File: config.mk
export PLATFORM = sky130hd
export DESIGN_NAME = prefetch_history_filter_unit_flat
export DESIGN_NICKNAME = d
export VERILOG_FILES = /design/src/rtl/phf_pkg.sv /design/src/rtl/phf_if.sv /design/src/rtl/phf_cell.sv /design/src/rtl/prefetch_history_filter_unit.sv /design/src/flat_wrapper.sv
export SDC_FILE = /design/constraint.sdc
export NUM_CORES = 1
export LEC_CHECK = 0
export ABC_CLOCK_PERIOD_IN_PS = 3900
export BUFFER_PORTS_ARGS = -buffer_cell sky130_fd_sc_hd__buf_2
export CORE_MARGIN = 2
export CORE_UTILIZATION = 50
export CTS_BUF_LIST = sky130_fd_sc_hd__clkbuf_16
export CTS_CLUSTER_DIAMETER = 120
export DETAILED_ROUTE_END_ITERATION = 8
export PLACE_DENSITY = 0.66
export SYNTH_ARGS = -nofsm -noshare
export SYNTH_HDL_FRONTEND = slang
export SYNTH_HIERARCHICAL = 1
export SYNTH_SLANG_ARGS = --single-unit
File: constraint.sdc
create_clock -name clk_i -period 3.9 [get_ports clk_i]
set_clock_uncertainty 0.1 [all_clocks]
set_input_delay 0.39 -clock clk_i [delete_from_list [all_inputs] [get_ports clk_i]]
set_output_delay 0.39 -clock clk_i [all_outputs]
set_load 0.02 [all_outputs]
File: src/rtl/phf_pkg.sv
// ----------------------------------------------------------------------------
// Prefetch history filter package
// Shared widths, register codes, request codes, controller states and the
// probe word that travels along the cell chain.
// ----------------------------------------------------------------------------
package phf_pkg;

  localparam int unsigned PHF_HISTORY_DEPTH = 16;
  localparam int unsigned ADDR_W            = 32;
  localparam int unsigned ENTRIES_W         = 5;
  localparam int unsigned OFFSET_W          = 4;
  localparam int unsigned CFG_INDEX_W       = 4;
  localparam int unsigned CFG_DATA_W        = 32;

  localparam logic [ENTRIES_W-1:0] ENTRIES_RESET = ENTRIES_W'(16);
  localparam logic [OFFSET_W-1:0]  OFFSET_RESET  = OFFSET_W'(6);

  typedef enum logic [CFG_INDEX_W-1:0] {
    CFG_ENTRIES_IN_USE    = CFG_INDEX_W'(0),
    CFG_BLOCK_OFFSET_BITS = CFG_INDEX_W'(1)
  } cfg_reg_e;

  typedef enum logic {
    REQ_CHECK  = 1'b0,
    REQ_RECORD = 1'b1
  } req_type_e;

  typedef enum logic [2:0] {
    ST_IDLE,
    ST_REDUCE,
    ST_LAUNCH,
    ST_WALK,
    ST_HOLD
  } phf_state_e;

  typedef struct packed {
    logic valid;
    logic match;
  } probe_t;

  function automatic logic [ADDR_W-1:0] block_mask(input logic [OFFSET_W-1:0] off);
    return {ADDR_W{1'b1}} << off;
  endfunction

endpackage

File: src/rtl/phf_if.sv
// ----------------------------------------------------------------------------
// Prefetch history filter channels
// Request, response and configuration write channels with valid/ready.
// ----------------------------------------------------------------------------
interface phf_req_if;
  import phf_pkg::*;
  logic              valid;
  logic              ready;
  logic              req_type;
  logic [ADDR_W-1:0] address;
  logic              target_is_cache;

  modport source (output valid, req_type, address, target_is_cache, input ready);
  modport sink   (input valid, req_type, address, target_is_cache, output ready);
endinterface

interface phf_rsp_if;
  logic valid;
  logic ready;
  logic redundant;

  modport source (output valid, redundant, input ready);
  modport sink   (input valid, redundant, output ready);
endinterface

interface phf_cfg_if;
  import phf_pkg::*;
  logic                   valid;
  logic                   ready;
  logic [CFG_INDEX_W-1:0] index;
  logic [CFG_DATA_W-1:0]  data;

  modport source (output valid, index, data, input ready);
  modport sink   (input valid, index, data, output ready);
endinterface

File: src/rtl/phf_cell.sv
// ----------------------------------------------------------------------------
// Prefetch history filter cell
// Holds one history slot, compares its block address against the request
// and passes the accumulated match to the next cell every cycle.
// ----------------------------------------------------------------------------
module phf_cell import phf_pkg::*; #(
  parameter int unsigned IW    = 4,
  parameter int unsigned INDEX = 0
) (
  input  logic              clk_i,
  input  logic              rst_ni,
  input  logic              wr_en_i,
  input  logic [IW-1:0]     wr_slot_i,
  input  logic [ADDR_W-1:0] addr_i,
  input  logic [ADDR_W-1:0] mask_i,
  input  logic              cmp_en_i,
  input  probe_t            probe_i,
  output probe_t            probe_o
);

  logic [ADDR_W-1:0] entry_q;
  probe_t            probe_q, probe_d;
  logic              hit;

  assign hit = cmp_en_i && ((entry_q & mask_i) == (addr_i & mask_i));

  always_comb begin
    probe_d.valid = probe_i.valid;
    probe_d.match = probe_i.match | hit;
  end

  always_ff @(posedge clk_i or negedge rst_ni) begin
    if (!rst_ni) begin
      entry_q <= '0;
      probe_q <= '0;
    end else begin
      probe_q <= probe_d;
      if (wr_en_i && (wr_slot_i == IW'(INDEX))) begin
        entry_q <= addr_i;
      end
    end
  end

  assign probe_o = probe_q;

endmodule

File: src/rtl/prefetch_history_filter_unit.sv
// ----------------------------------------------------------------------------
// Prefetch history filter unit
// Ring of recent prefetch addresses with a block-address redundancy check.
// ----------------------------------------------------------------------------
// One request word is handled at a time. A check walks a probe down a chain
// of HISTORY_DEPTH cells, one cell per cycle, and its response word is
// loaded into the output register once the probe leaves the last cell and
// that register is free. A record first reduces the next slot index modulo
// the size in use by repeated subtraction, at most HISTORY_DEPTH of them,
// then writes the history slot and takes the same walk, answering not
// redundant; with no entries in use it skips the reduction and the write.
// A new request is taken as soon as the response is parked in the output
// register, even while that response is still unclaimed.
module prefetch_history_filter_unit import phf_pkg::*; #(
  parameter int unsigned HISTORY_DEPTH = PHF_HISTORY_DEPTH
) (
  input  logic    clk_i,
  input  logic    rst_ni,
  phf_cfg_if.sink   cfg_i,
  phf_req_if.sink   req_i,
  phf_rsp_if.source rsp_o
);

  localparam int unsigned IW = (HISTORY_DEPTH > 1) ? $clog2(HISTORY_DEPTH) : 1;
  localparam int unsigned SW = $clog2(HISTORY_DEPTH + 1);
  localparam int unsigned CW = (SW > ENTRIES_W) ? SW : ENTRIES_W;

  logic [ENTRIES_W-1:0] entries_q;
  logic [OFFSET_W-1:0]  offset_q;

  phf_state_e        state_q, state_d;
  logic              req_q;
  logic [ADDR_W-1:0] addr_q;
  logic              cache_q;
  logic [SW-1:0]     rem_q, rem_d;
  logic [IW-1:0]     last_q;
  logic              last_valid_q;
  logic              out_valid_q;
  logic              out_red_q;
  logic              hold_red_q;

  logic [CW-1:0]     size_cw;
  logic [SW-1:0]     size;
  logic              accept;
  logic              launch;
  logic              wr_en;
  logic              done;
  logic              out_free;
  logic              load_out;
  logic              load_hold;
  logic              check_cache;
  logic [ADDR_W-1:0] mask;

  probe_t                   chain [HISTORY_DEPTH+1];
  logic [HISTORY_DEPTH-1:0] probe_valid;

  // configuration
  assign cfg_i.ready = 1'b1;

  always_ff @(posedge clk_i or negedge rst_ni) begin
    if (!rst_ni) begin
      entries_q <= ENTRIES_RESET;
      offset_q  <= OFFSET_RESET;
    end else if (cfg_i.valid) begin
      case (cfg_i.index)
        CFG_ENTRIES_IN_USE:    entries_q <= cfg_i.data[ENTRIES_W-1:0];
        CFG_BLOCK_OFFSET_BITS: offset_q  <= cfg_i.data[OFFSET_W-1:0];
        default: ;
      endcase
    end
  end

  assign size_cw = (CW'(entries_q) > CW'(HISTORY_DEPTH)) ? CW'(HISTORY_DEPTH)
                                                         : CW'(entries_q);
  assign size    = size_cw[SW-1:0];

  // control
  assign req_i.ready = (state_q == ST_IDLE);
  assign accept      = req_i.valid && req_i.ready;
  assign wr_en       = (state_q == ST_REDUCE) && (rem_q < size);
  assign launch      = (state_q == ST_LAUNCH);
  assign done        = chain[HISTORY_DEPTH].valid;
  assign out_free    = !out_valid_q || rsp_o.ready;
  assign load_out    = ((state_q == ST_WALK) && done && out_free) ||
                       ((state_q == ST_HOLD) && out_free);
  assign load_hold   = (state_q == ST_WALK) && done && !out_free;
  assign check_cache = (req_q == REQ_CHECK) && cache_q;
  assign mask        = block_mask(offset_q);

  always_comb begin
    state_d = state_q;
    rem_d   = rem_q;
    case (state_q)
      ST_IDLE: begin
        if (accept) begin
          rem_d = last_valid_q ? (SW'(last_q) + SW'(1)) : '0;
          if ((req_i.req_type == REQ_RECORD) && (size != '0)) begin
            state_d = ST_REDUCE;
          end else begin
            state_d = ST_LAUNCH;
          end
        end
      end
      ST_REDUCE: begin
        if (rem_q < size) begin
          state_d = ST_LAUNCH;
        end else begin
          rem_d = rem_q - size;
        end
      end
      ST_LAUNCH: state_d = ST_WALK;
      ST_WALK: begin
        if (done) begin
          state_d = out_free ? ST_IDLE : ST_HOLD;
        end
      end
      ST_HOLD: begin
        if (out_free) begin
          state_d = ST_IDLE;
        end
      end
      default: state_d = ST_IDLE;
    endcase
  end

  always_ff @(posedge clk_i or negedge rst_ni) begin
    if (!rst_ni) begin
      state_q      <= ST_IDLE;
      last_valid_q <= 1'b0;
      last_q       <= '0;
      out_valid_q  <= 1'b0;
    end else begin
      state_q <= state_d;
      if (wr_en) begin
        last_q       <= rem_q[IW-1:0];
        last_valid_q <= 1'b1;
      end
      if (load_out) begin
        out_valid_q <= 1'b1;
      end else if (rsp_o.ready) begin
        out_valid_q <= 1'b0;
      end
    end
  end

  always_ff @(posedge clk_i) begin
    rem_q <= rem_d;
    if (accept) begin
      req_q   <= req_i.req_type;
      addr_q  <= req_i.address;
      cache_q <= req_i.target_is_cache;
    end
    if (load_hold) begin
      hold_red_q <= chain[HISTORY_DEPTH].match;
    end
    if (load_out) begin
      out_red_q <= (state_q == ST_HOLD) ? hold_red_q : chain[HISTORY_DEPTH].match;
    end
  end

  assign rsp_o.valid     = out_valid_q;
  assign rsp_o.redundant = out_red_q;

  // cell chain
  always_comb begin
    chain[0].valid = launch;
    chain[0].match = (req_q == REQ_CHECK) && !cache_q;
  end

  for (genvar i = 0; i < HISTORY_DEPTH; i++) begin : g_cell
    logic cmp_en;

    assign cmp_en         = check_cache && (CW'(entries_q) > CW'(i));
    assign probe_valid[i] = chain[i+1].valid;

    phf_cell #(
      .IW    (IW),
      .INDEX (i)
    ) u_cell (
      .clk_i     (clk_i),
      .rst_ni    (rst_ni),
      .wr_en_i   (wr_en),
      .wr_slot_i (rem_q[IW-1:0]),
      .addr_i    (addr_q),
      .mask_i    (mask),
      .cmp_en_i  (cmp_en),
      .probe_i   (chain[i]),
      .probe_o   (chain[i+1])
    );
  end

  // assertions
  a_single_probe: assert property (@(posedge clk_i) disable iff (!rst_ni)
    $onehot0(probe_valid))
    else $error("more than one probe in the cell chain");

  a_write_sets_last: assert property (@(posedge clk_i) disable iff (!rst_ni)
    wr_en |=> last_valid_q)
    else $error("history write did not mark the last slot valid");

  a_launch_busy: assert property (@(posedge clk_i) disable iff (!rst_ni)
    launch |=> !req_i.ready)
    else $error("request accepted while a probe is walking");

  a_done_in_walk: assert property (@(posedge clk_i) disable iff (!rst_ni)
    done |-> (state_q == ST_WALK))
    else $error("probe left the chain outside the walk state");

endmodule
File: src/flat_wrapper.sv
// flat-port wrapper written by rule: the top's interface ports become plain ports
module prefetch_history_filter_unit_flat import phf_pkg::*;
#(
  parameter int unsigned HISTORY_DEPTH = PHF_HISTORY_DEPTH
)
  (clk_i, rst_ni, cfg_i_valid, cfg_i_index, cfg_i_data, cfg_i_ready, req_i_valid, req_i_req_type, req_i_address, req_i_target_is_cache, req_i_ready, rsp_o_valid, rsp_o_redundant, rsp_o_ready);
  phf_cfg_if cfg_i_i ();
  phf_req_if req_i_i ();
  phf_rsp_if rsp_o_i ();
  input  logic clk_i;
  input  logic rst_ni;
  input wire logic [$bits(cfg_i_i.valid)-1:0] cfg_i_valid;
  input wire logic [$bits(cfg_i_i.index)-1:0] cfg_i_index;
  input wire logic [$bits(cfg_i_i.data)-1:0] cfg_i_data;
  output wire logic [$bits(cfg_i_i.ready)-1:0] cfg_i_ready;
  input wire logic [$bits(req_i_i.valid)-1:0] req_i_valid;
  input wire logic [$bits(req_i_i.req_type)-1:0] req_i_req_type;
  input wire logic [$bits(req_i_i.address)-1:0] req_i_address;
  input wire logic [$bits(req_i_i.target_is_cache)-1:0] req_i_target_is_cache;
  output wire logic [$bits(req_i_i.ready)-1:0] req_i_ready;
  output wire logic [$bits(rsp_o_i.valid)-1:0] rsp_o_valid;
  output wire logic [$bits(rsp_o_i.redundant)-1:0] rsp_o_redundant;
  input wire logic [$bits(rsp_o_i.ready)-1:0] rsp_o_ready;
  assign cfg_i_i.valid = cfg_i_valid;
  assign cfg_i_i.index = cfg_i_index;
  assign cfg_i_i.data = cfg_i_data;
  assign cfg_i_ready = cfg_i_i.ready;
  assign req_i_i.valid = req_i_valid;
  assign req_i_i.req_type = req_i_req_type;
  assign req_i_i.address = req_i_address;
  assign req_i_i.target_is_cache = req_i_target_is_cache;
  assign req_i_ready = req_i_i.ready;
  assign rsp_o_valid = rsp_o_i.valid;
  assign rsp_o_redundant = rsp_o_i.redundant;
  assign rsp_o_i.ready = rsp_o_ready;
  prefetch_history_filter_unit #(.HISTORY_DEPTH(HISTORY_DEPTH)) u_core (.clk_i(clk_i), .rst_ni(rst_ni), .cfg_i(cfg_i_i), .req_i(req_i_i), .rsp_o(rsp_o_i));
endmodule
==> results by group <==
Clock network
  • Number of clock sinks: about 600
  • Clock latency at the later pin of the worst-skew pair: approximately 590 ps
  • Number of buffers created by CTS: 67
  • H-Tree Depth: 3
  • Post-CTS sizing: 0
  • CTS clock-pin slew for the worst setup and hold paths: 60 ps
  • TritonCTS clock tree: done
  • Buffers inserted by post-CTS timing repair: 0
  • Maximum root-to-sink buffer count: 3
  • Root Buffer: sky130_fd_sc_hd__clkbuf_16

Route
  • Initial DRT Pass Iterations: 5
  • Number of vias after detailed routing: 18,823
  • DRC marker count from the first detailed-route iteration: 952
  • Detailed-route DRC error count: 0
  • Detailed-route wire length on metal 1: 31,300 um
  • Met2 wire length: 34,300 um
  • Post-DR vias/cell: 5.38
  • Post-detailed-route wirelength per cell: 20.3 um
  • Drt total wl: approximately 71,000 um
  • Post-route antenna net violation count: 0
  • Metal3 WL: 2840 um
  • Top layer in use: met4

Yosys
  • Top cell type by total area after synthesis: sky130_fd_sc_hd__dfrtp_1
  • Top_reg_cell synth: sky130_fd_sc_hd__dfrtp_1
  • Synth Cell Area: between 20,000 and 30,000 um2
  • Post-synthesis sequential area ratio: 0.515
  • Warnings, synthesis: 6
  • Dominant cells by area after synthesis: sky130_fd_sc_hd__dfrtp_1 47%, sky130_fd_sc_hd__mux2_2 19%, sky130_fd_sc_hd__xor2_1 15%, sky130_fd_sc_hd__a22oi_1 5.7%, sky130_fd_sc_hd__edfxtp_1 4.1%
  • Async set-or-reset flop fraction in the synthesized netlist: 0.932
  • Count of flip-flops with a built-in enable after synthesis: 41
  • Count of different cell masters after synthesis: 57
  • Number of synthesized register bits: 603
  • Fraction of synthesized cell area taken by the top area cell type: 0.471
  • Mean instance size in the synthesized netlist: about 13 um2
  • Cells after synthesis: 2,208

Timing
  • Setup TNS Final: 0 ps
  • Measured slew at the worst slew-check pin: 1190 ps
  • Shortest period the worst path allows: about 3600 ps
  • Final critical-path share of the clock period: 0.920
  • Setup violation total in the final timing report: 0
  • Final-report hold violation count: 0
  • Unrepaired setup endpoints after global routing: no
  • Fmax: 0.279 GHz
  • Max-slew headroom at the worst pin: 0.202
  • Max-slew violations: 0

GRT
  • Global-route wire length before repair: about 110,000 um
  • Sum of overflow across all layers after global routing: 0
  • Number of global-route vias before repair: slightly below 20,000
  • Combined global-route utilization of all metal layers: 0.239
  • Number of antenna violations at the first check in global routing: 1
  • Pin count of the biggest net entering global routing: between 100 and 150

Setup path
  • Data required time of the worst path: 4270 ps
  • Signal arrival time at the worst endpoint: 3960 ps
  • Startpoint Class: flop
  • Category of the worst setup path capture point: flop
  • Critical path class: flop to flop
  • Startpoint of the most critical register-to-register path: u_core/entries_q[4]
  • Critical path fanouts, max: 17
  • Worst setup path startpoint: u_core/entries_q[4]

Final layout
  • Layout area overhead: 17.7%
  • Share of the core filled with cells: 0.593
  • Share of cells above drive strength 1: 0.278
  • # nets final: 2,760
  • Post-route cell area: approximately 35,000 um2
  • Diodes inserted: 0

Power and ir drop
  • Switching share of power: 0.321
  • Peak ir drop on the vdd network: 0.458 mV
  • Leak pwr: 0.0175 uW
  • Net switching power: 7640 uW
  • Power density cells: roughly 680 nW/um2
  • Fraction of power consumed by the clock network: 0.253
  • Cell Int Power: 16,100 uW
  • Fraction of power consumed by combinational cells: 0.309
  • Sequential power share: 0.439

Floorplan
  • Area of the die: 61,300 um2
  • I/O pin count: 79
  • DIE HEIGHT: approximately 250 um
  • Effective utilization at floorplan: 0.504
  • DIE WIDTH: 248 um
  • Row count: ~90
  • Core Area: 58,900 um2

Hold path
  • Type of the most critical hold path: primary input to flop
  • Critical hold path startpoint: cfg_i_index[1]

Place
  • Count of buffers from port buffering: 50
  • Post-detailed-placement cell area: 32,400 um2
  • Detailed-placement wirelength estimate: about 46,000 um
  • Placer congestion estimate: 0.810

Outcome
  • Status: completed

Flow run
  • # Max-Cap Violations: 0
[cells in the final DEF, fill, tap and decap left out, types with 11 or more instances in the layout]
cell type and instances:
sky130_fd_sc_hd__clkinv_1 11, sky130_fd_sc_hd__buf_12 13, sky130_fd_sc_hd__a21o_1 17, sky130_fd_sc_hd__a222oi_1 16, sky130_fd_sc_hd__clkbuf_16 71, sky130_fd_sc_hd__dlygate4sd3_1 41
sky130_fd_sc_hd__dfrtp_1 559, sky130_fd_sc_hd__a22oi_1 224, sky130_fd_sc_hd__mux2_1 32, sky130_fd_sc_hd__xor2_1 514, sky130_fd_sc_hd__nand4_1 68, sky130_fd_sc_hd__nand2_1 34
sky130_fd_sc_hd__edfxtp_1 41, sky130_fd_sc_hd__nor4_1 17, sky130_fd_sc_hd__a21oi_1 16, sky130_fd_sc_hd__nor2_1 14, sky130_fd_sc_hd__conb_1 273, sky130_fd_sc_hd__buf_2 49
sky130_fd_sc_hd__mux2_2 492, sky130_fd_sc_hd__buf_4 83, sky130_fd_sc_hd__inv_1 28
[routing by layer]
layer / global-route usage / vias to the layer above
li1: - / 8758
met2: 0.400 / 240
met3: 0.0422 / 116
met1: 0.310 / 9709
met5: 0 / -
met4: 0.0942 / 0
[state kept, by name, indices dropped and copies added, names as in the netlist]
name                          flops
u_core/rem_q                      5
u_core/g_cell.u_cell/entry_q    512
u_core/rsp_o.redundant            1
u_core/last_valid_q               1
u_core/entries_q                  5
u_core/cache_q                    1
u_core/last_q                     4
u_core/g_cell.u_cell/probe_o     32
u_core/offset_q                   4
u_core/rsp_o.valid                1
u_core/state_q                    3
u_core/req_q                      1
u_core/hold_red_q                 1
u_core/addr_q                    32
[path summary, 6_finish.rpt]
path	to	slack, ps	depth (start not counted)
max in group asynchronous	u_core/g_cell[9].u_cell/entry_q[8]	2300	4
worst min-delay path	u_core/entries_q[4]	50	4
worst min register to register	u_core/g_cell[3].u_cell/probe_o[1]	250	0
worst max-delay path	u_core/g_cell[12].u_cell/entry_q[8]	310	10
min in group asynchronous	u_core/g_cell[15].u_cell/probe_o[1]	260	2
worst max register to register	u_core/g_cell[12].u_cell/entry_q[8]	310	10
[worst max-delay path: stages, from the launching register on]
cell	delay [ps]
sky130_fd_sc_hd__dfstp_2	640
sky130_fd_sc_hd__clkinv_1	190
sky130_fd_sc_hd__nand2_1	140
sky130_fd_sc_hd__ha_1	280
sky130_fd_sc_hd__a211oi_1	240
sky130_fd_sc_hd__a21oi_1	160
sky130_fd_sc_hd__nor3_4	570
sky130_fd_sc_hd__nand4b_1	270
sky130_fd_sc_hd__nor2_4	160
sky130_fd_sc_hd__buf_4	300
sky130_fd_sc_hd__mux2_2	380
[layout make-up]
class,count,area [um2]
tap,773,967
sequential,603,15300
multi-input combinational,1809,15000
clock inverter,45,297
fill,4707,24000
timing repair buffer,187,1550
inverter,9,33.8
clock buffer,71,1780
[stage by stage]
step / power (uW) / std cells / setup slack (ps) / hold WS, ps
2_1_floorplan: 15700 / 2480 / 686 / -5.59
3_3_place_gp: 17300 / 3340 / 537 / 236
3_5_place_dp: 17800 / 3340 / 394 / 236
4_1_cts: 24000 / 3497 / 366 / 22.3
5_1_grt: 25300 / 3497 / 124 / 59.0
6_report: 23800 / 3497 / 312 / 50.8
[kinds of logic after synthesis]
logic type	Yosys count	synth area share
flip-flops	603	0.515
multiplexers	525	0.199
XOR/XNOR	517	0.153
AO/OA/AOI/OAI	295	0.0738
AND/OR/NAND/NOR	191	0.0395
buffers and inverters	68	0.0159
adder cells (fa/ha/maj)	8	0.00362
other	1	0.000126
[cells in the mapped netlist (4+ instances only)]
cell type / n
sky130_fd_sc_hd__a21o_1: 17
sky130_fd_sc_hd__a21oi_1: 17
sky130_fd_sc_hd__nand4_1: 68
sky130_fd_sc_hd__mux2_2: 492
sky130_fd_sc_hd__inv_1: 8
sky130_fd_sc_hd__nand2_1: 34
sky130_fd_sc_hd__clkbuf_1: 7
sky130_fd_sc_hd__ha_1: 7
sky130_fd_sc_hd__nor4_1: 17
sky130_fd_sc_hd__nand2b_1: 4
sky130_fd_sc_hd__nor3_1: 8
sky130_fd_sc_hd__a222oi_1: 16
sky130_fd_sc_hd__buf_6: 18
sky130_fd_sc_hd__o21ai_0: 10
sky130_fd_sc_hd__a22oi_1: 224
sky130_fd_sc_hd__dfrtp_1: 559
sky130_fd_sc_hd__mux2_1: 32
sky130_fd_sc_hd__buf_2: 16
sky130_fd_sc_hd__nor2_1: 14
sky130_fd_sc_hd__nand4b_1: 5
sky130_fd_sc_hd__nor2_2: 7
sky130_fd_sc_hd__edfxtp_1: 41
sky130_fd_sc_hd__buf_4: 16
sky130_fd_sc_hd__xor2_1: 514
sky130_fd_sc_hd__nand3_1: 9
[repair_timing]
action	4_1_cts	5_1_grt
setup endpoints to repair	0	0
endpoints found under the hold margin	106	0
hold buffers	41	0
[power groups by stage]
| stage | sequential, uW | clock [uW] | combinational, uW |
|---|---|---|---|
| finish | 10400 | 6010 | 7330 |
| global route | 10700 | 6430 | 8100 |
| CTS | 10400 | 6150 | 7370 |
| detailed placement | 10500 | 0 | 7290 |
| global placement | 10300 | 0 | 6980 |
| floorplan | 10400 | 0 | 5300 |
No activity file was read; power rests on OpenSTA's default activity.
